==> config.mk <==
export PLATFORM = sky130hd
export DESIGN_NAME = blat_ram
export DESIGN_NICKNAME = d
export VERILOG_FILES = /design/src/rtl/core/broken_link_aging_table_assert.svh /design/src/rtl/core/blat_ram.sv
export SDC_FILE = /design/constraint.sdc
export NUM_CORES = 1
export LEC_CHECK = 0
export ABC_AREA = 1
export BUFFER_PORTS_ARGS = -buffer_cell sky130_fd_sc_hd__buf_2
export CAP_MARGIN = 10
export CORE_MARGIN = 2
export CORE_UTILIZATION = 42
export DETAILED_ROUTE_END_ITERATION = 10
export SLEW_MARGIN = 20
export SYNTH_ARGS = -nofsm -noshare
export SYNTH_HDL_FRONTEND = slang
export SYNTH_SLANG_ARGS = --single-unit
export TNS_END_PERCENT = 50
==> constraint.sdc <==
create_clock -name clk -period 1.9 [get_ports clk]
set_clock_uncertainty 0.05 [all_clocks]
set_input_delay 0.38 -clock clk [delete_from_list [all_inputs] [get_ports clk]]
set_output_delay 0.38 -clock clk [all_outputs]
set_load 0.01 [all_outputs]
==> src/rtl/core/broken_link_aging_table_assert.svh <==
// assertion macros for the broken link aging table
`ifndef BROKEN_LINK_AGING_TABLE_ASSERT_SVH
`define BROKEN_LINK_AGING_TABLE_ASSERT_SVH
`ifndef ASSERT_OFF
`define BLAT_ASSERT(label, prop) \
	label: assert property (@(posedge clk) disable iff (!arst_n) prop) else $error("assertion failed");
`define BLAT_ASSERT_NEXT(label, ante, cons) \
	label: assert property (@(posedge clk) disable iff (!arst_n) (ante) |=> (cons)) else $error("fail");
`else
`define BLAT_ASSERT(label, prop)
`define BLAT_ASSERT_NEXT(label, ante, cons)
`endif
`endif

==> src/rtl/core/blat_ram.sv <==
// ----------------------------------------------------------------------------
// blat_ram
// generic ram with one write port and one registered read port
// ----------------------------------------------------------------------------
module blat_ram #(
	parameter int WIDTH = 8,
	parameter int DEPTH = 32
) (
	input logic clk,
	input logic we,
	input logic [$clog2(DEPTH)-1:0] waddr,
	input logic [WIDTH-1:0] wdata,
	input logic [$clog2(DEPTH)-1:0] raddr,
	output logic [WIDTH-1:0] rdata
);
	logic [WIDTH-1:0] mem_q [DEPTH];

	always_ff @(posedge clk) begin
		if (we) begin
			mem_q[waddr] <= wdata;
		end
		rdata <= mem_q[raddr];
	end
endmodule

==> out/metrics.yaml, run 1 <==
place.gp.congestion: 0.827
drcViolationCount: 0
min_from: "raddr[4]"
top_layer: "met4"
route.final.wire_length_mm: 25.6
first_iter_violations: 649
preCtsSetupSlack_ns: 0.204
cts.sinks: 264
antenna_found_initial: 1
clk_latency_ns: 0.53
cts_buffers: 28
core-area_um2: 25200
slew_headroom: 0.572
die_width_um: 164
r2r_start: "mem_q[13][0]"
max_freq_mhz: 662
synth_cell_types: 12
drv_slew: 0
met2_length_mm: 11.9
crit_fanout: 1
cp.required_ns: 1.47
critPathLaunch: "rdata[1]"
die-area_um2: 27000
crit_path_cell_trace: "buf_2"
grt-ovfl-total: 0
rsz0062_at_grt: "no"
ctsHoldBuffers: 0
area_delta_synth_final_pct: 15.0
peakVddDrop_mv: 0.642
synth-seq-cells: 264
die_h_um: 164
ios: 28
hpwl_mm: 15.3
routed_via_density: 5.19
wl_per_cell_um: 19.2
worst_pin_slew_ns: 0.643
syn_inst: 922
start_util: 0.428
htree_levels: 1
finalSetupViolCount: 0
cts_tree: "built"
cap_violations: 0
end_kind: "primary output"
cp.arrival_ns: 1.08
cts_resized: 0
grt_pass1_vias: 6669
yosysWarnings: 0
grt_pass1_wl_mm: 39.4
cts.path.max_buffers: 3
synth_seq_area_share: 0.728
setup_tns_ns: 0
grt_max_degree: 71
post_cts_buffers: 0
firstDrtPassIters: 5
clk_pin_slew_ns: 0.06
syn_nets: 942
hold_class: "in2reg"
wl_met1_mm: 11.5
outcome: "finished, final reports clean"
fp-row-count: 58
leakagePower_uw: 0.00466
min_period_ns: 1.51
critPathMaxStageDelay_ns: 0.39
cts_root_buf: "clkbuf_16"
io_buffers: 27
p_per_area_nw_per_um2: 1020
synth_area_um2: 10800
fin_crit_sh: 0.795
critPathKind: "reg2out"
hold_viol_final: 0
track_usage: 0.195
num_vias: 6922
start_kind: "flip-flop"
critPathTopFamily: "flip-flops"
fin_ws_ns: 0.389
ant_nets: 0
wl_met3_mm: 1.50
nNetsFinal: 1002
avgSynthCellArea_um2: 11.7
crit_slowest_cell: "dfxtp_1"
drive_gt1_frac: 0.122
cp_num_buf_inv: 1
-- registers in the layout (all words and copies together) (netlist names) --
name   flops
rdata      8
mem_q    256
-- final cells by class --
type / count / area [um2]
inverters: 10 / 40.0
clock buffers: 36 / 752
flip-flops and latches: 264 / 7850
clock inverters: 15 / 143
diodes: 1 / 2.50
well taps: 330 / 413
repair buffers: 82 / 713
fillers: 2204 / 12800
multi-input cells: 596 / 2490
-- synthesized netlist by cell type (all sizes together) --
cell,number,area [um2]
buf,45,383
clkbuf,7,26.3
dfxtp,8,160
edfxtp,256,7690
inv,10,37.5
nand2,360,1350
nand3,204,1020
nor2,32,120
-- layer usage --
layer  GRT usage  vias up
met5           0        -
li1            -     3319
met4      0.0578        0
met1       0.284     3349
met3      0.0227       43
met2       0.310      211
-- where the power goes --
group | internal, uW | total (uW) | switching, uW
registers | 6470 | 6500 | 31.7
clock network | 3180 | 5290 | 2110
logic | 245 | 820 | 575
total | 9890 | 12600 | 2720
-- worst paths after layout --
kind	to	slack, ns	cells past startpoint
max	rdata[1]	0.39	1
min	rdata[1]	0.11	3
max reg2reg	rdata[0]	0.73	8
min reg2reg	rdata[5]	0.73	8
-- cells in the final DEF (no fill, tap or decap), drive strengths merged --
| cell type | count |
|---|---|
| nand2 | 360 |
| bufinv | 3 |
| inv | 10 |
| edfxtp | 256 |
| buf | 82 |
| clkbuf | 36 |
| nand3 | 204 |
| dfxtp | 8 |
| diode | 1 |
| nor2 | 32 |
| clkinv | 12 |
-- cells by family (layout without fill, tap and decap cells) --
group                  count (synthesis)  in the layout  share of synthesized area
AND/OR/NAND/NOR                      596            596                      0.231
flip-flops                           264            264                      0.728
buffers and inverters                 62            143                     0.0414
other                                  0              1                          0
-- metrics by stage --
stage | area (um2) | cells | hold slack (ns) | util | power [uW]
6_report | 12400 | 1334 | 0.106 | 0.493 | 12600
5_1_grt | 12400 | 1333 | 0.124 | 0.492 | 13000
4_1_cts | 12400 | 1333 | 0.0924 | 0.492 | 12700
3_5_place_dp | 11500 | 1282 | 0.653 | 0.457 | 7450
3_3_place_gp | 11500 | 1282 | 0.650 | 0.457 | 7440
2_1_floorplan | 10800 | 922 | 0.429 | - | 7090
No activity file was read; power rests on OpenSTA's default activity.
==> run 2: changes to the inputs <==
==> constraint.sdc (replaced) <==
create_clock -name clk -period 1.5 [get_ports clk]
set_clock_uncertainty 0.05 [all_clocks]
set_input_delay 0.3 -clock clk [delete_from_list [all_inputs] [get_ports clk]]
set_output_delay 0.3 -clock clk [all_outputs]
set_load 0.01 [all_outputs]
==> run 2 against run 1 <==
Against the previous run:
- register-to-register slack lost 0.40 ns
- global-route usage grew 0.47 points
- core utilization rose by 0.47 points
- worst setup slack worse by 0.34 ns
- via count rose by 0.95%
- count of clock-buffer cells in the layout increased by 4
- wire length rose by 1.1%
- critical path depth is the same
- critical path type unchanged
- largest cell class unchanged
==> out/metrics.yaml, run 2 (synthesis gave the netlist of run 1 again) <==
leakagePower_uw: 0.00472  # was 0.00466 uW
cts.sinks: 264  # unchanged
critPathMaxStageDelay_ns: 0.40  # was 0.39 ns
drcViolationCount: 0  # unchanged
wl_met1_mm: 11.8  # was 11.5 mm
n_fill_cell: 2196  # was 2,204
cts.path.max_buffers: 3  # unchanged
routed_via_density: 5.21  # was 5.19
placed_area_um2: 11600  # was 11,500 um2
ctsHoldBuffers: 0  # unchanged
num_vias: 6988  # was 6,922
p_per_area_nw_per_um2: 1280  # was 1020 nW/um2
nNetsFinal: 1011  # was 1,002
grt_pass1_wl_mm: 40.3  # was 39.4 mm
top_layer: "met4"  # unchanged
crit_fanout: 1  # unchanged
register_area_um2: 7850  # unchanged
place.gp.congestion: 0.805  # was 0.827
critPathTopFamily: "flip-flops"  # unchanged
antenna_found_initial: 0  # was 1
final_cell_area_um2: 12500  # was 12,400 um2
htree_levels: 1  # unchanged
outcome: "finished, final reports clean"  # unchanged
wl_per_cell_um: 19.3  # was 19.2 um
track_usage: 0.200  # was 0.195
grt-ovfl-total: 0  # unchanged
io_buffers: 27  # unchanged
cts_tree: "built"  # unchanged
end_kind: "primary output"  # unchanged
start_kind: "flip-flop"  # unchanged
diodes: 0  # was 1
multiInputGateArea_um2: 2490  # unchanged
largest-register: "mem_q"  # unchanged
cap_violations: 0  # unchanged
wl_met3_mm: 1.27  # was 1.50 mm
area_delta_synth_final_pct: 16.1  # was 15.0%
crit_path_cell_trace: "buf_2"  # unchanged
route.final.wire_length_mm: 25.9  # was 25.6 mm
start_util: 0.428  # unchanged
rrSetupSlack_ns: 0.33  # was 0.73 ns
crit_slowest_cell: "dfxtp_1"  # unchanged
cp_num_buf_inv: 1  # unchanged
critPathKind: "reg2out"  # unchanged
drive_gt1_frac: 0.130  # was 0.122
slew_headroom: 0.533  # was 0.572
clk_pin_slew_ns: 0.06  # about the same
die_width_um: 164  # unchanged
ant_nets: 0  # unchanged
die_h_um: 164  # unchanged
cts_buffers: 28  # unchanged
max_freq_mhz: 690
ios: 28  # unchanged
firstDrtPassIters: 5  # unchanged
cp.arrival_ns: 1.10  # was 1.08 ns
largest_reg_flops: 256  # unchanged
drv_slew: 0  # unchanged
fp-row-count: 58  # unchanged
hold_viol_final: 0  # unchanged
min_period_ns: 1.45
cts_root_buf: "clkbuf_16"  # unchanged
hold_class: "in2reg"  # unchanged
cp.required_ns: 1.15  # was 1.47 ns
first_iter_violations: 628  # was 649
final_common_cell: "nand2_1"  # unchanged
fin_crit_sh: 0.966
peakVddDrop_mv: 1.11  # was 0.642 mV
layout.cells.most_common_list: "360 x nand2_1, 256 x edfxtp_1, 204 x nand3_1"  # unchanged
die-area_um2: 27000  # unchanged
cts_resized: 0  # unchanged
top_regs: "mem_q x256, rdata x8"  # unchanged
hpwl_mm: 15.6  # was 15.3 mm
core-area_um2: 25200  # unchanged
met2_length_mm: 12.1  # was 11.9 mm
grt_pass1_vias: 6829  # was 6,669
rsz0062_at_grt: "no"  # unchanged
clk_latency_ns: 0.53  # about the same
fin_util: 0.497  # was 0.493
worst_pin_slew_ns: 0.700  # was 0.643 ns
grt_max_degree: 46  # was 71
post_cts_buffers: 0  # unchanged
finalSetupViolCount: 0  # unchanged
## run 2: cell types whose count changed in the layout (fill, tap and decap cells not counted)
cell / previous run / this run
buf_12: 13 / 16
buf_4: 43 / 49
diode_2: 1 / 0
clkinv_1: 6 / 5
clkinvlp_4: 0 / 2
clkbuf_8: 0 / 4
bufinv_16: 3 / 2
clkinv_2: 6 / 2
## run 2: power breakdown
group | internal [uW] | switching [uW]
registers | 8200 | 46.1
logic | 338 | 737
clock network | 4060 | 2680
total | 12600 | 3460
## run 2: worst paths after layout
path,from,end,cells past startpoint
max,rdata[5],rdata[5],1
min,raddr[4],rdata[1],3
max reg2reg,mem_q[21][3],rdata[3],8
min reg2reg,mem_q[26][0],rdata[0],8
## run 2: metrics by stage
step	instances	setup WS [ns]	total power [uW]	TNS (ns)	hold slack [ns]
after floorplan	922	0.116	8980	0	0.349
after global placement	1291	-0.199	9470	-1.16	0.610
after detailed placement	1291	-0.206	9480	-1.20	0.615
after CTS	1342	0.0260	16200	0	0.0554
after global routing	1342	0.0142	16600	0	0.0757
final	1342	0.0509	16100	0	0.0671
## run 2: layout make-up
| class | instances | area share |
|---|---|---|
| multi-input combinational | 596 | 0.199 |
| clock buffer | 40 | 0.0644 |
| timing repair buffer | 91 | 0.0653 |
| inverter | 10 | 0.00320 |
| tap | 330 | 0.0330 |
| sequential | 264 | 0.627 |
| clock inverter | 11 | 0.00829 |
## run 2: routing by layer
layer | up-vias | global-route usage
li1 | 3343 | -
met4 | 0 | 0.0614
met5 | - | 0
met2 | 186 | 0.318
met3 | 45 | 0.0242
met1 | 3414 | 0.289
==> run 3: changes to the inputs <==
--- a/config.mk
+++ b/config.mk
@@ -6,7 +6,7 @@
 export NUM_CORES = 1
 export LEC_CHECK = 0
 export ABC_AREA = 1
-export BUFFER_PORTS_ARGS = -buffer_cell sky130_fd_sc_hd__buf_2
+export BUFFER_PORTS_ARGS = -buffer_cell sky130_fd_sc_hd__buf_4
 export CAP_MARGIN = 10
 export CORE_MARGIN = 2
 export CORE_UTILIZATION = 42
==> run 3 against run 2 <==
Against the previous run:
- worst setup slack got worse by 0.033 ns
- first-iteration DRC count increased by 16%
- via count rose by 1.5%
- critical path type unchanged
- cell count up 0.45%
- largest power group unchanged
- count of clock-buffer cells in the layout decreased by 8
- worst hold slack worse by 0.017 ns
- highest routed layer unchanged
- power decreased by 1.4%
- sequential power about the same
- critical path depth did not move
==> out/metrics.yaml, run 3 (synthesis gave the netlist of run 1 again) <==
outcome: "finished, final reports clean"  # unchanged
end_kind: "primary output"  # unchanged
start_util: 0.428  # unchanged
worst_pin_slew_ns: 0.426  # was 0.700 ns
r2r_start: "mem_q[1][1]"  # was mem_q[21][3]
hold_class: "in2reg"  # unchanged
cp.depth: 1  # unchanged
holdPathStages: 3  # unchanged
cp.arrival_ns: 1.13  # was 1.10 ns
core-area_um2: 25200  # unchanged
die-area_um2: 27000  # unchanged
antenna_found_initial: 0  # unchanged
critPathMaxStageDelay_ns: 0.44  # was 0.40 ns
drive_gt1_frac: 0.134  # was 0.130
first_iter_violations: 727  # was 628
min_from: "raddr[4]"  # unchanged
die_width_um: 164  # unchanged
track_usage: 0.201  # was 0.200
cts_tree: "built"  # unchanged
drv_slew: 0  # unchanged
grt-ovfl-total: 0  # unchanged
rsz0062_at_grt: "no"  # unchanged
grt_pass1_vias: 6835  # was 6,829
cp.required_ns: 1.15  # about the same
clk_pin_slew_ns: 0.07  # was 0.06 ns
cp_num_buf_inv: 1  # unchanged
route.final.wire_length_mm: 26.4  # was 25.9 mm
hold_viol_final: 0  # unchanged
fin_util: 0.498  # was 0.497
post_cts_buffers: 0  # unchanged
num_vias: 7094  # was 6,988
slew_headroom: 0.716  # was 0.533
r2r_end: "rdata[1]"  # was rdata[3]
largest_reg_flops: 256  # unchanged
ios: 28  # unchanged
final_common_cell: "nand2_1"  # unchanged
layout.cells.most_common_list: "360 x nand2_1, 256 x edfxtp_1, 204 x nand3_1"  # unchanged
setup_tns_ns: 0  # unchanged
htree_levels: 1  # unchanged
firstDrtPassIters: 5  # unchanged
crit_path_cell_trace: "buf_4"  # was buf_2
crit_fanout: 1  # unchanged
critPathKind: "reg2out"  # unchanged
clk_latency_ns: 0.54  # was 0.53 ns
grt_pass1_wl_mm: 40.4  # was 40.3 mm
fp-row-count: 58  # unchanged
area_delta_synth_final_pct: 16.2  # was 16.1%
n_fill_cell: 2194  # was 2,196
reg2regPathDepth: 8  # unchanged
leakagePower_uw: 0.00473  # was 0.00472 uW
routed_via_density: 5.26  # was 5.21
cts.path.max_buffers: 3  # unchanged
drcViolationCount: 0  # unchanged
cts.sinks: 264  # unchanged
fin_crit_sh: 0.988  # was 0.966
max_freq_mhz: 675  # was 690 MHz
largest-register: "mem_q"  # unchanged
min_period_ns: 1.48  # was 1.45 ns
peakVddDrop_mv: 0.884  # was 1.11 mV
start_kind: "flip-flop"  # unchanged
io_buffers: 27  # unchanged
cap_violations: 0  # unchanged
cts_buffers: 27  # was 28
rrSetupSlack_ns: 0.29  # was 0.33 ns
wl_per_cell_um: 19.6  # was 19.3 um
place.gp.congestion: 0.820  # was 0.805
cts_root_buf: "clkbuf_16"  # unchanged
diodes: 0  # unchanged
crit_slowest_cell: "dfxtp_1"  # unchanged
nNetsFinal: 1017  # was 1,011
top_regs: "mem_q x256, rdata x8"  # unchanged
critPathTopFamily: "flip-flops"  # unchanged
ant_nets: 0  # unchanged
hpwl_mm: 16.1  # was 15.6 mm
finalSetupViolCount: 0  # unchanged
p_per_area_nw_per_um2: 1260  # was 1280 nW/um2
grt_max_degree: 43  # was 46
min_to: "rdata[1]"  # unchanged
die_h_um: 164  # unchanged
==> run 3: cell count changes in the layout (fill, tap and decap cells not counted), moves of 2 or more <==
cell and delta:
buf_12 -4, buf_2 -26, buf_4 +37, clkbuf_1 -2, clkbuf_16 -2, clkbuf_8 -4, clkinv_1 +6, clkinvlp_4 -2
dfxtp_1 -2, dfxtp_2 +2
==> run 3: worst max path at each step <==
stage              from     endpoint  slack [ns]
5_1_grt        rdata[5]     rdata[5]        0.02
4_1_cts        rdata[5]     rdata[5]        0.02
6_report       rdata[5]     rdata[5]        0.02
3_5_place_dp   raddr[0]     rdata[0]       -0.11
3_3_place_gp   raddr[1]     rdata[1]       -0.10
2_1_floorplan  waddr[0]  mem_q[0][0]        0.12
==> run 3: repair_timing <==
action / CTS / global route
hold endpoints to repair: 0 / 0
endpoints found under the setup margin: 2 / 0
gates resized for setup: 2 / 0
hold buffers: 0 / 0
==> run 3: metal layers <==
layer | wire, um | global-route usage | part of all wire
met5 | 0 | 0 | 0
met4 | 697 | 0.0646 | 0.026
met3 | 1730 | 0.0359 | 0.065
met2 | 12400 | 0.317 | 0.47
met1 | 11700 | 0.284 | 0.44
==> run 3: where the power goes <==
part / internal (uW) / switching (uW)
clock: 3800 / 2700
sequential: 8200 / 54.2
combinational: 360 / 729
total: 12400 / 3480
==> run 3: final cells by class <==
class	instances	area (um2)	share of cell area
timing repair buffer	98	886	0.0707
clock buffer	32	694	0.0554
sequential	264	7850	0.626
inverter	10	40.0	0.00320
tap	330	413	0.0330
multi-input combinational	596	2490	0.199
clock inverter	18	155	0.0124
==> run 3: metrics by stage <==
stage          area, um2  hold slack [ns]  total power [uW]  std cells  setup WS, ns
6_report           12500           0.0501             15800       1348        0.0179
5_1_grt            12500           0.0424             16400       1348        0.0197
4_1_cts            12500           0.0245             16000       1348        0.0192
3_5_place_dp       11700            0.590              9500       1298        -0.107
3_3_place_gp       11700            0.594              9490       1298        -0.102
2_1_floorplan      10800            0.349              8980        922         0.116
